File: src/hdl/drfs_pkg.sv
package drfs_pkg;

    // Input and output payloads
    typedef struct packed {
        logic       req_type;
        logic [7:0] x_start;
        logic [7:0] y_start;
        logic [7:0] width;
        logic [7:0] height;
        logic [15:0] color;
    } t_in;

    typedef struct packed {
        logic [7:0] spi_byte;
        logic       is_data;
        logic       last;
    } t_out;

    // Request codes
    localparam logic REQ_START = 1'b0;
    localparam logic REQ_TICK  = 1'b1;

    // Display command bytes
    localparam logic [7:0] CMD_COL_SET   = 8'h2A;
    localparam logic [7:0] CMD_ROW_SET   = 8'h2B;
    localparam logic [7:0] CMD_MEM_WRITE = 8'h2C;

    // Header sequence positions
    localparam logic [3:0] HDR_COL_SET     = 4'd0;
    localparam logic [3:0] HDR_COL_FIRST_H = 4'd1;
    localparam logic [3:0] HDR_COL_FIRST_L = 4'd2;
    localparam logic [3:0] HDR_COL_LAST_H  = 4'd3;
    localparam logic [3:0] HDR_COL_LAST_L  = 4'd4;
    localparam logic [3:0] HDR_ROW_SET     = 4'd5;
    localparam logic [3:0] HDR_ROW_FIRST_H = 4'd6;
    localparam logic [3:0] HDR_ROW_FIRST_L = 4'd7;
    localparam logic [3:0] HDR_ROW_LAST_H  = 4'd8;
    localparam logic [3:0] HDR_ROW_LAST_L  = 4'd9;
    localparam logic [3:0] HDR_MEM_WRITE   = 4'd10;
    localparam logic [3:0] HDR_PIXELS      = 4'd11;

    // Bytes per fill: header plus two per pixel, up to 11 + 2 * 255 * 255
    localparam int BYTE_CNT_W = 17;
    localparam int HEADER_LEN = 11;

    // Front to back command queue
    localparam int QUEUE_DEPTH = 2;

    typedef enum logic {
        Q_LOAD,
        Q_EMIT
    } t_cmd_kind;

    typedef struct packed {
        t_cmd_kind   kind;
        logic [7:0]  col_first;
        logic [8:0]  col_last;
        logic [7:0]  row_first;
        logic [8:0]  row_last;
        logic [15:0] color;
        logic [15:0] pixels;
    } t_cmd;

    typedef struct packed {
        logic empty;
        logic full;
    } t_q_status;

endpackage

File: src/hdl/drfs_front.sv
module drfs_front
    import drfs_pkg::*;
(
    input  logic      i_clk,
    input  logic      i_rst_n,
    input  logic      i_in_valid,
    output logic      o_in_ready,
    input  t_in       i_in_data,
    input  t_q_status i_q_status,
    output logic      o_push,
    output t_cmd      o_cmd
);

    logic                  r_busy,      n_busy;
    logic [BYTE_CNT_W-1:0] r_bytes_left, n_bytes_left;

    logic        w_accept;
    logic        w_start_ok;
    logic        w_tick_ok;
    logic [15:0] w_pixels;
    logic [BYTE_CNT_W-1:0] w_total;

    assign o_in_ready = !i_q_status.full;
    assign w_accept   = i_in_valid && o_in_ready;

    assign w_start_ok = w_accept && (i_in_data.req_type == REQ_START) && !r_busy
                        && (i_in_data.width != 8'd0) && (i_in_data.height != 8'd0);
    assign w_tick_ok  = w_accept && (i_in_data.req_type == REQ_TICK) && r_busy;

    assign w_pixels = 16'(i_in_data.width) * 16'(i_in_data.height);
    assign w_total  = {w_pixels, 1'b0} + BYTE_CNT_W'(HEADER_LEN);

    assign o_push = w_start_ok || w_tick_ok;

    always_comb begin
        o_cmd.kind      = w_start_ok ? Q_LOAD : Q_EMIT;
        o_cmd.col_first = i_in_data.x_start;
        o_cmd.row_first = i_in_data.y_start;
        o_cmd.col_last  = {1'b0, i_in_data.x_start} + {1'b0, i_in_data.width} - 9'd1;
        o_cmd.row_last  = {1'b0, i_in_data.y_start} + {1'b0, i_in_data.height} - 9'd1;
        o_cmd.color     = i_in_data.color;
        o_cmd.pixels    = w_pixels;
    end

    // Busy is tracked in item order by counting the ticks the fill will consume
    always_comb begin
        n_busy       = r_busy;
        n_bytes_left = r_bytes_left;
        if (w_start_ok) begin
            n_busy       = 1'b1;
            n_bytes_left = w_total;
        end else if (w_tick_ok) begin
            if (r_bytes_left == BYTE_CNT_W'(1)) begin
                n_busy = 1'b0;
            end
            n_bytes_left = r_bytes_left - BYTE_CNT_W'(1);
        end
    end

    always_ff @(posedge i_clk) begin
        if (!i_rst_n) begin
            r_busy <= 1'b0;
        end else begin
            r_busy <= n_busy;
        end
        r_bytes_left <= n_bytes_left;
    end

endmodule

File: src/hdl/drfs_queue.sv
module drfs_queue
    import drfs_pkg::*;
(
    input  logic      i_clk,
    input  logic      i_rst_n,
    input  logic      i_push,
    input  t_cmd      i_cmd,
    input  logic      i_pop,
    output t_cmd      o_head,
    output t_q_status o_status
);

    localparam int PTR_W = (QUEUE_DEPTH > 1) ? $clog2(QUEUE_DEPTH) : 1;
    localparam int CNT_W = $clog2(QUEUE_DEPTH + 1);

    t_cmd             r_mem [QUEUE_DEPTH];
    logic [PTR_W-1:0] r_wr_ptr, n_wr_ptr;
    logic [PTR_W-1:0] r_rd_ptr, n_rd_ptr;
    logic [CNT_W-1:0] r_count,  n_count;

    assign o_head         = r_mem[r_rd_ptr];
    assign o_status.empty = (r_count == CNT_W'(0));
    assign o_status.full  = (r_count == CNT_W'(QUEUE_DEPTH));

    always_comb begin
        n_wr_ptr = r_wr_ptr;
        n_rd_ptr = r_rd_ptr;
        n_count  = r_count;
        if (i_push) begin
            n_wr_ptr = (r_wr_ptr == PTR_W'(QUEUE_DEPTH - 1)) ? '0 : r_wr_ptr + PTR_W'(1);
        end
        if (i_pop) begin
            n_rd_ptr = (r_rd_ptr == PTR_W'(QUEUE_DEPTH - 1)) ? '0 : r_rd_ptr + PTR_W'(1);
        end
        if (i_push && !i_pop) begin
            n_count = r_count + CNT_W'(1);
        end else if (i_pop && !i_push) begin
            n_count = r_count - CNT_W'(1);
        end
    end

    always_ff @(posedge i_clk) begin
        if (!i_rst_n) begin
            r_wr_ptr <= '0;
            r_rd_ptr <= '0;
            r_count  <= '0;
        end else begin
            r_wr_ptr <= n_wr_ptr;
            r_rd_ptr <= n_rd_ptr;
            r_count  <= n_count;
        end
        if (i_push) begin
            r_mem[r_wr_ptr] <= i_cmd;
        end
    end

endmodule

File: src/hdl/drfs_back.sv
module drfs_back
    import drfs_pkg::*;
(
    input  logic      i_clk,
    input  logic      i_rst_n,
    input  t_cmd      i_head,
    input  t_q_status i_q_status,
    output logic      o_pop,
    output logic      o_out_valid,
    input  logic      i_out_ready,
    output t_out      o_out_data
);

    logic        r_out_valid, n_out_valid;
    t_out        r_out,       n_out;
    logic [3:0]  r_hdr_step,  n_hdr_step;
    logic        r_low_next,  n_low_next;
    logic [15:0] r_pixels_left, n_pixels_left;
    logic [7:0]  r_col_first, r_row_first;
    logic [8:0]  r_col_last,  r_row_last;
    logic [15:0] r_color;

    logic       w_load;
    logic       w_emit;
    logic [7:0] w_hdr_byte;
    logic       w_hdr_data;

    assign o_pop       = !i_q_status.empty && (!r_out_valid || i_out_ready);
    assign w_load      = o_pop && (i_head.kind == Q_LOAD);
    assign w_emit      = o_pop && (i_head.kind == Q_EMIT);
    assign o_out_valid = r_out_valid;
    assign o_out_data  = r_out;

    always_comb begin
        w_hdr_data = 1'b1;
        unique case (r_hdr_step)
            HDR_COL_SET: begin
                w_hdr_byte = CMD_COL_SET;
                w_hdr_data = 1'b0;
            end
            HDR_COL_FIRST_H: w_hdr_byte = 8'h00;
            HDR_COL_FIRST_L: w_hdr_byte = r_col_first;
            HDR_COL_LAST_H:  w_hdr_byte = {7'd0, r_col_last[8]};
            HDR_COL_LAST_L:  w_hdr_byte = r_col_last[7:0];
            HDR_ROW_SET: begin
                w_hdr_byte = CMD_ROW_SET;
                w_hdr_data = 1'b0;
            end
            HDR_ROW_FIRST_H: w_hdr_byte = 8'h00;
            HDR_ROW_FIRST_L: w_hdr_byte = r_row_first;
            HDR_ROW_LAST_H:  w_hdr_byte = {7'd0, r_row_last[8]};
            HDR_ROW_LAST_L:  w_hdr_byte = r_row_last[7:0];
            default: begin
                w_hdr_byte = CMD_MEM_WRITE;
                w_hdr_data = 1'b0;
            end
        endcase
    end

    always_comb begin
        n_out_valid   = r_out_valid && !i_out_ready;
        n_out         = r_out;
        n_hdr_step    = r_hdr_step;
        n_low_next    = r_low_next;
        n_pixels_left = r_pixels_left;
        if (w_load) begin
            n_hdr_step    = HDR_COL_SET;
            n_low_next    = 1'b0;
            n_pixels_left = i_head.pixels;
        end else if (w_emit) begin
            n_out_valid = 1'b1;
            n_out.last  = 1'b0;
            if (r_hdr_step != HDR_PIXELS) begin
                n_out.spi_byte = w_hdr_byte;
                n_out.is_data  = w_hdr_data;
                n_hdr_step     = r_hdr_step + 4'd1;
            end else begin
                n_out.is_data = 1'b1;
                if (!r_low_next) begin
                    n_out.spi_byte = r_color[15:8];
                    n_low_next     = 1'b1;
                end else begin
                    n_out.spi_byte = r_color[7:0];
                    n_low_next     = 1'b0;
                    if (r_pixels_left <= 16'd1) begin
                        n_out.last    = 1'b1;
                        n_pixels_left = 16'd0;
                        n_hdr_step    = HDR_COL_SET;
                    end else begin
                        n_pixels_left = r_pixels_left - 16'd1;
                    end
                end
            end
        end
    end

    always_ff @(posedge i_clk) begin
        if (!i_rst_n) begin
            r_out_valid <= 1'b0;
            r_hdr_step  <= HDR_COL_SET;
            r_low_next  <= 1'b0;
        end else begin
            r_out_valid <= n_out_valid;
            r_hdr_step  <= n_hdr_step;
            r_low_next  <= n_low_next;
        end
        r_out         <= n_out;
        r_pixels_left <= n_pixels_left;
        if (w_load) begin
            r_col_first <= i_head.col_first;
            r_col_last  <= i_head.col_last;
            r_row_first <= i_head.row_first;
            r_row_last  <= i_head.row_last;
            r_color     <= i_head.color;
        end
    end

endmodule

File: src/hdl/display_rectangle_fill_stream.sv
// Rectangle fill byte stream for a serial display controller.
// Input channel (i_in_valid / o_in_ready / i_in_data): a start transaction
// carries origin, size and RGB-565 colour; a tick transaction asks for the
// next byte. Starts with zero width or height, starts while a fill runs and
// ticks while idle are dropped without a result.
// Output channel (o_out_valid / i_out_ready / o_out_data): one transaction
// per accepted tick during a fill: column-set, row-set and memory-write
// headers (11 bytes), then the colour high and low byte for every pixel.
// The final byte carries last; chip select may be released after it.
// Throughput: one transaction a cycle on both sides while neither side
// stalls. On tick acceptance the accepting edge writes the command queue;
// the output register loads the byte once the queue head can be popped.
// When the receiver stalls, the output register holds and the queue fills;
// o_in_ready drops only once the queue holds two commands.
// Reset (i_rst_n low at a clock edge) empties the queue, drops any fill in
// progress and clears o_out_valid.
module display_rectangle_fill_stream
    import drfs_pkg::*;
(
    input  logic i_clk,
    input  logic i_rst_n,
    input  logic i_in_valid,
    output logic o_in_ready,
    input  t_in  i_in_data,
    output logic o_out_valid,
    input  logic i_out_ready,
    output t_out o_out_data
);

    logic      w_push;
    logic      w_pop;
    t_cmd      w_cmd;
    t_cmd      w_head;
    t_q_status w_q_status;

    drfs_front u_front (
        .i_clk      (i_clk),
        .i_rst_n    (i_rst_n),
        .i_in_valid (i_in_valid),
        .o_in_ready (o_in_ready),
        .i_in_data  (i_in_data),
        .i_q_status (w_q_status),
        .o_push     (w_push),
        .o_cmd      (w_cmd)
    );

    drfs_queue u_queue (
        .i_clk    (i_clk),
        .i_rst_n  (i_rst_n),
        .i_push   (w_push),
        .i_cmd    (w_cmd),
        .i_pop    (w_pop),
        .o_head   (w_head),
        .o_status (w_q_status)
    );

    drfs_back u_back (
        .i_clk       (i_clk),
        .i_rst_n     (i_rst_n),
        .i_head      (w_head),
        .i_q_status  (w_q_status),
        .o_pop       (w_pop),
        .o_out_valid (o_out_valid),
        .i_out_ready (i_out_ready),
        .o_out_data  (o_out_data)
    );

`ifndef SYNTHESIS
    a_push_not_full: assert property (@(posedge i_clk) disable iff (!i_rst_n)
        w_push |-> !w_q_status.full)
        else $error("command pushed into a full queue");

    a_pop_not_empty: assert property (@(posedge i_clk) disable iff (!i_rst_n)
        w_pop |-> !w_q_status.empty)
        else $error("command popped from an empty queue");

    a_push_lands: assert property (@(posedge i_clk) disable iff (!i_rst_n)
        w_push |=> !w_q_status.empty)
        else $error("queue empty after a push");

    a_full_blocks: assert property (@(posedge i_clk) disable iff (!i_rst_n)
        w_q_status.full |-> !o_in_ready)
        else $error("input ready while queue full");
`endif

endmodule

File: config.mk
export PLATFORM = sky130hd
export DESIGN_NAME = display_rectangle_fill_stream
export DESIGN_NICKNAME = d
export VERILOG_FILES = /design/src/hdl/drfs_pkg.sv /design/src/hdl/drfs_front.sv /design/src/hdl/drfs_queue.sv /design/src/hdl/drfs_back.sv /design/src/hdl/display_rectangle_fill_stream.sv
export SDC_FILE = /design/constraint.sdc
export NUM_CORES = 1
export LEC_CHECK = 0
export ABC_AREA = 1
export ABC_CLOCK_PERIOD_IN_PS = 6600
export BUFFER_PORTS_ARGS = -buffer_cell sky130_fd_sc_hd__buf_4
export CORE_UTILIZATION = 51
export CTS_CLUSTER_DIAMETER = 60
export DETAILED_ROUTE_END_ITERATION = 16
export PLACE_DENSITY = 0.71
export SETUP_SLACK_MARGIN = 0.5
export SLEW_MARGIN = 0
export SYNTH_ARGS = -nofsm -noshare
export SYNTH_HDL_FRONTEND = slang
export SYNTH_SLANG_ARGS = --single-unit
File: constraint.sdc
create_clock -name i_clk -period 6.6 [get_ports i_clk]
set_clock_uncertainty 0.1 [all_clocks]
set_input_delay 1.32 -clock i_clk [delete_from_list [all_inputs] [get_ports i_clk]]
set_output_delay 1.32 -clock i_clk [all_outputs]
set_load 0.03 [all_outputs]
==> flow_summary.html <==
<table>
<tr><th>Metric</th><th>Value</th></tr>
<tr><th colspan="2">Run status</th></tr>
<tr><td>Outcome</td><td>complete, no violations</td></tr>
<tr><th colspan="2">GRT</th></tr>
<tr><td>Wire length of the first global-routing pass</td><td>42100 um</td></tr>
<tr><td>Aggregate global routing overflow</td><td>0</td></tr>
<tr><td>Total track usage</td><td>about a fifth</td></tr>
<tr><td>Largest net degree at the start of global routing</td><td>74</td></tr>
<tr><td>Number of antenna violations at the first check in global routing</td><td>0</td></tr>
<tr><td>Number of global-route vias before repair</td><td>8503</td></tr>
<tr><th colspan="2">Synthesis</th></tr>
<tr><td>Post-synth net total</td><td>between 1000 and 1500</td></tr>
<tr><td>Cell count after synthesis</td><td>between 1000 and 1500</td></tr>
<tr><td>Area of the mapped netlist</td><td>13300 sq um</td></tr>
<tr><td>Count of synthesis-stage warnings from yosys</td><td>0</td></tr>
<tr><td>Mean cell area of the mapped netlist</td><td>approximately 11 sq um</td></tr>
<tr><td>Register area share after synthesis</td><td>53.1%</td></tr>
<tr><td>Fraction of registers with async set or reset after synthesis</td><td>0%</td></tr>
<tr><td>Post-synthesis register bit count</td><td>between 200 and 250</td></tr>
<tr><td>Synth cell types</td><td>44</td></tr>
<tr><td>Count of flip-flops with a built-in enable after synthesis</td><td>~230</td></tr>
<tr><td>Post-synth top area cell</td><td>sky130_fd_sc_hd__edfxtp_1</td></tr>
<tr><td>Share of the synthesized area in the top cell type</td><td>between 50% and 60%</td></tr>
<tr><td>Cell types occupying the most area after synthesis</td><td>sky130_fd_sc_hd__edfxtp_1, sky130_fd_sc_hd__inv_1, sky130_fd_sc_hd__ha_1</td></tr>
<tr><td>Flip-flop cell with the highest count after synthesis</td><td>sky130_fd_sc_hd__edfxtp_1</td></tr>
<tr><th colspan="2">Cells and area</th></tr>
<tr><td>Diodes inserted</td><td>0</td></tr>
<tr><td>Post-Layout Cell Count</td><td>roughly 1700</td></tr>
<tr><td>Net count, final</td><td>~1500</td></tr>
<tr><td>Top library cells by usage in the layout, fill and taps aside</td><td>sky130_fd_sc_hd__inv_1, sky130_fd_sc_hd__nand2_1, sky130_fd_sc_hd__edfxtp_1, sky130_fd_sc_hd__ha_1, sky130_fd_sc_hd__buf_4</td></tr>
<tr><td>Synth-to-Final Area Change</td><td>13.0%</td></tr>
<tr><td>Layout cells sized above 1</td><td>between 10 and 15%</td></tr>
<tr><td>Number of fill cells</td><td>approximately 2100</td></tr>
<tr><td>Most common cell after layout, fill and taps aside</td><td>sky130_fd_sc_hd__inv_1</td></tr>
<tr><th colspan="2">Clocking</th></tr>
<tr><td>Post-CTS setup buffer count</td><td>0</td></tr>
<tr><td>Worst-path clk slew</td><td>0.06 ns</td></tr>
<tr><td>CTS buffer count</td><td>27</td></tr>
<tr><td>Worst skew pair latency</td><td>0.54 ns</td></tr>
<tr><td>Sink count of the clock tree</td><td>239</td></tr>
<tr><td>Clock root buffer</td><td>sky130_fd_sc_hd__clkbuf_16</td></tr>
<tr><td>Resized cells post-CTS</td><td>0</td></tr>
<tr><td>Post-cts hold buffer count</td><td>0</td></tr>
<tr><td>H-tree Lvls</td><td>1</td></tr>
<tr><td>CTS tree</td><td>done</td></tr>
<tr><td>CTS Buffer Depth</td><td>3</td></tr>
<tr><th colspan="2">Timing</th></tr>
<tr><td>Final Worst Setup Slack</td><td>1.40 ns</td></tr>
<tr><td>Number of hold violations in the final report</td><td>0</td></tr>
<tr><td>Final setup TNS</td><td>0 ns</td></tr>
<tr><td>Tmin final</td><td>around 5.2 ns</td></tr>
<tr><td>Transition time at the pin with the least slew margin</td><td>~1.0 ns</td></tr>
<tr><td>Setup repair after global routing missed its margin</td><td>false</td></tr>
<tr><td>Post-route fraction of the period consumed by the critical path</td><td>78.8%</td></tr>
<tr><td>Pins Over Slew Limit</td><td>0</td></tr>
<tr><td>Final-report setup violation count</td><td>0</td></tr>
<tr><td>Fmax</td><td>between 0.15 and 0.2 GHz</td></tr>
<tr><td>Worst relative slew slack</td><td>a little over 30%</td></tr>
<tr><th colspan="2">Worst setup path</th></tr>
<tr><td>Logic depth of the worst register-to-register path</td><td>10</td></tr>
<tr><td>Arrival time at the worst endpoint</td><td>~5.4 ns</td></tr>
<tr><td>Maximum fanout encountered on the critical timing path</td><td>10</td></tr>
<tr><td>Worst setup SP type</td><td>input port</td></tr>
<tr><td>Worst setup path category</td><td>in -&gt; reg</td></tr>
<tr><td>Crit. End Element</td><td>register</td></tr>
<tr><td>Required time worst endpoint</td><td>6.76 ns</td></tr>
<tr><td>Worst r2r src</td><td>u_queue.r_count[0]$_SDFFE_PN0P_</td></tr>
<tr><td>End of the worst register-to-register path</td><td>u_queue.r_mem[0][45]$_DFFE_PP_</td></tr>
<tr><td>FF-to-FF setup slack</td><td>~3.1 ns</td></tr>
<tr><th colspan="2">Drt</th></tr>
<tr><td>First DRT Iteration DRCs</td><td>about 630</td></tr>
<tr><td>Residual DRC</td><td>0</td></tr>
<tr><td>Average routed wire per standard cell</td><td>approximately 16 um</td></tr>
<tr><td>Drt via density</td><td>~5.2</td></tr>
<tr><td>Aggregate routed wire length</td><td>~26000 um</td></tr>
<tr><td>DR pass1 iterations</td><td>7</td></tr>
<tr><td>Number of routed nets with antenna violations</td><td>0</td></tr>
<tr><td>Total via count in the routed design</td><td>8729</td></tr>
<tr><th colspan="2">Floorplanning</th></tr>
<tr><td>Area enclosed by the die boundary</td><td>between 20000 and 30000 sq um</td></tr>
<tr><td>Number of top-level pins</td><td>65</td></tr>
<tr><td>Overall die width</td><td>approximately 160 um</td></tr>
<tr><td>Initial standard-cell utilization of the core</td><td>a little over half</td></tr>
<tr><td>Core Footprint</td><td>between 20000 and 30000 sq um</td></tr>
<tr><td>Die outline height</td><td>about 160 um</td></tr>
<tr><td>Number of cell rows</td><td>58</td></tr>
<tr><th colspan="2">Worst hold path</th></tr>
<tr><td>Critical hold path startpoint</td><td>u_front.r_busy$_SDFFE_PN0P_</td></tr>
<tr><td>Endpoint of the worst hold-timing path</td><td>u_front.r_busy$_SDFFE_PN0P_</td></tr>
<tr><td>Hold depth</td><td>2</td></tr>
<tr><td>Worst hold path type</td><td>reg -&gt; reg</td></tr>
<tr><th colspan="2">Power</th></tr>
<tr><td>Total power density per cell area</td><td>between 300 and 400 nW/um^2</td></tr>
<tr><td>Power, Total</td><td>5.70 mW</td></tr>
<tr><td>Leakage power</td><td>approximately 6.6 nW</td></tr>
<tr><td>Peak supply drop</td><td>~0.28 mV</td></tr>
<tr><th colspan="2">Place</th></tr>
<tr><td>Weighted congestion reported at the end of routability-driven placement</td><td>0.887</td></tr>
<tr><td>Place WS</td><td>approximately 0.86 ns</td></tr>
<tr><td>Detail Placement HPWL</td><td>18800 um</td></tr>
<tr><td>Port-buffer cells</td><td>between 60 and 70</td></tr>
<tr><td>Number of placed instances with taps included</td><td>about 1600</td></tr>
<tr><th colspan="2">Run</th></tr>
<tr><td>Total of max-cap violations</td><td>0</td></tr>
</table>
-- metal layers --
layer | share of wire, % | wire, um | global-route usage [%]
met2 | 48 | 12600 | 33.9
met5 | 0 | 0 | 0
met1 | 45 | 11800 | 27.6
met4 | 2.2 | 577 | 5.61
met3 | 5.4 | 1430 | 2.34
-- kinds of logic after synthesis --
group	after synthesis	share of synthesized area, %
xor+xnor	45	2.97
mux	61	5.07
buf+inv	288	8.43
simple gates	408	12.9
flops	239	53.1
fa+ha+maj	114	12.9
compound gates	103	4.62
-- worst max-delay path, stage by stage --
cell,delay [ns]
sky130_fd_sc_hd__buf_4,0.14
sky130_fd_sc_hd__nand2_1,0.10
sky130_fd_sc_hd__fa_1,0.53
sky130_fd_sc_hd__fa_1,0.54
sky130_fd_sc_hd__inv_1,0.05
sky130_fd_sc_hd__fa_1,0.53
sky130_fd_sc_hd__inv_1,0.05
sky130_fd_sc_hd__fa_1,0.52
sky130_fd_sc_hd__inv_1,0.04
sky130_fd_sc_hd__ha_1,0.34
sky130_fd_sc_hd__nand2_1,0.12
sky130_fd_sc_hd__nor2_1,0.12
sky130_fd_sc_hd__nand3_1,0.10
sky130_fd_sc_hd__nand2_1,0.10
sky130_fd_sc_hd__nand2_1,0.07
sky130_fd_sc_hd__nand2_1,0.15
sky130_fd_sc_hd__nand2_1,0.13
sky130_fd_sc_hd__nor2_2,0.16
sky130_fd_sc_hd__nand2_1,0.06
sky130_fd_sc_hd__nand3_1,0.08
sky130_fd_sc_hd__o21ai_0,0.09
-- flip-flops by register name, summed over array words and instances (netlist names), 4 cells and up, named ones only --
register	count
u_back.r_col_first	8
u_queue.r_mem	134
u_back.r_col_last	9
u_back.o_out_data	10
u_back.r_row_first	8
u_front.r_bytes_left	17
u_back.r_hdr_step	4
u_back.r_row_last	9
u_back.r_pixels_left	16
u_back.r_color	16
-- layout make-up --
class | instances | area (sq um) | share of cell area [%]
tap | 330 | 413 | 2.75
multi-input combinational | 731 | 5130 | 34.2
inverter | 258 | 973 | 6.48
sequential | 239 | 7060 | 47.0
clock buffer | 28 | 679 | 4.52
timing repair buffer | 68 | 510 | 3.40
clock inverter | 20 | 248 | 1.65
-- synth_stat cells (2+ instances only) --
master and number:
sky130_fd_sc_hd__o31ai_1 2, sky130_fd_sc_hd__nand3b_1 3, sky130_fd_sc_hd__a22oi_1 6, sky130_fd_sc_hd__inv_1 255, sky130_fd_sc_hd__nor4_1 2, sky130_fd_sc_hd__a31oi_1 2
sky130_fd_sc_hd__ha_1 76, sky130_fd_sc_hd__o22ai_1 16, sky130_fd_sc_hd__clkbuf_1 21, sky130_fd_sc_hd__a221oi_1 2, sky130_fd_sc_hd__o21a_1 2, sky130_fd_sc_hd__xnor2_1 18
sky130_fd_sc_hd__nor3_1 10, sky130_fd_sc_hd__nand3_1 49, sky130_fd_sc_hd__nand4_1 14, sky130_fd_sc_hd__inv_2 2, sky130_fd_sc_hd__buf_4 3, sky130_fd_sc_hd__buf_2 4
sky130_fd_sc_hd__xor2_1 27, sky130_fd_sc_hd__dfxtp_1 12, sky130_fd_sc_hd__o21bai_1 2, sky130_fd_sc_hd__nor2_1 60, sky130_fd_sc_hd__o21ai_2 2, sky130_fd_sc_hd__a21oi_1 26
sky130_fd_sc_hd__a21oi_2 2, sky130_fd_sc_hd__mux2i_1 10, sky130_fd_sc_hd__or3_1 2, sky130_fd_sc_hd__fa_1 38, sky130_fd_sc_hd__edfxtp_1 227, sky130_fd_sc_hd__a211oi_1 2
sky130_fd_sc_hd__o21ai_1 4, sky130_fd_sc_hd__mux2_2 51, sky130_fd_sc_hd__nand2_1 248, sky130_fd_sc_hd__nand2_2 5, sky130_fd_sc_hd__a22o_1 4, sky130_fd_sc_hd__nor2_2 11
sky130_fd_sc_hd__o21ai_0 30, sky130_fd_sc_hd__or2_2 2
-- stage by stage --
stage | utilization (%) | hold slack (ns) | area, sq um
after floorplan | - | 0.348 | 13300
after global placement | 55.5 | 0.362 | 14100
after detailed placement | 55.5 | 0.378 | 14100
after CTS | 59.1 | 0.391 | 15000
after global routing | 59.1 | 0.421 | 15000
final | 59.1 | 0.388 | 15000
-- where the power goes --
group	switching (mW)	internal [mW]	total, mW
combinational	1.17	0.669	1.84
clock	0.612	0.916	1.53
sequential	0.199	2.13	2.33
total	1.98	3.72	5.70
-- worst max-delay path by stage --
| stage | start | end | slack, ns | depth (start not counted) |
|---|---|---|---|---|
| 2_1_floorplan | i_in_data[29] | u_queue.r_mem[0][0]$_DFFE_PP_ | 0.79 | 9 |
| 3_3_place_gp | i_in_data[24] | u_front.r_bytes_left[13]$_DFFE_PP_ | 1.01 | 21 |
| 3_5_place_dp | i_in_data[24] | u_front.r_bytes_left[13]$_DFFE_PP_ | 0.86 | 21 |
| 4_1_cts | i_in_data[24] | u_front.r_bytes_left[13]$_DFFE_PP_ | 1.41 | 21 |
| 5_1_grt | i_in_data[24] | u_front.r_bytes_left[13]$_DFFE_PP_ | 1.10 | 21 |
| 6_report | i_in_data[24] | u_front.r_bytes_left[13]$_DFFE_PP_ | 1.40 | 21 |
(Power assumes the default switching activity.)
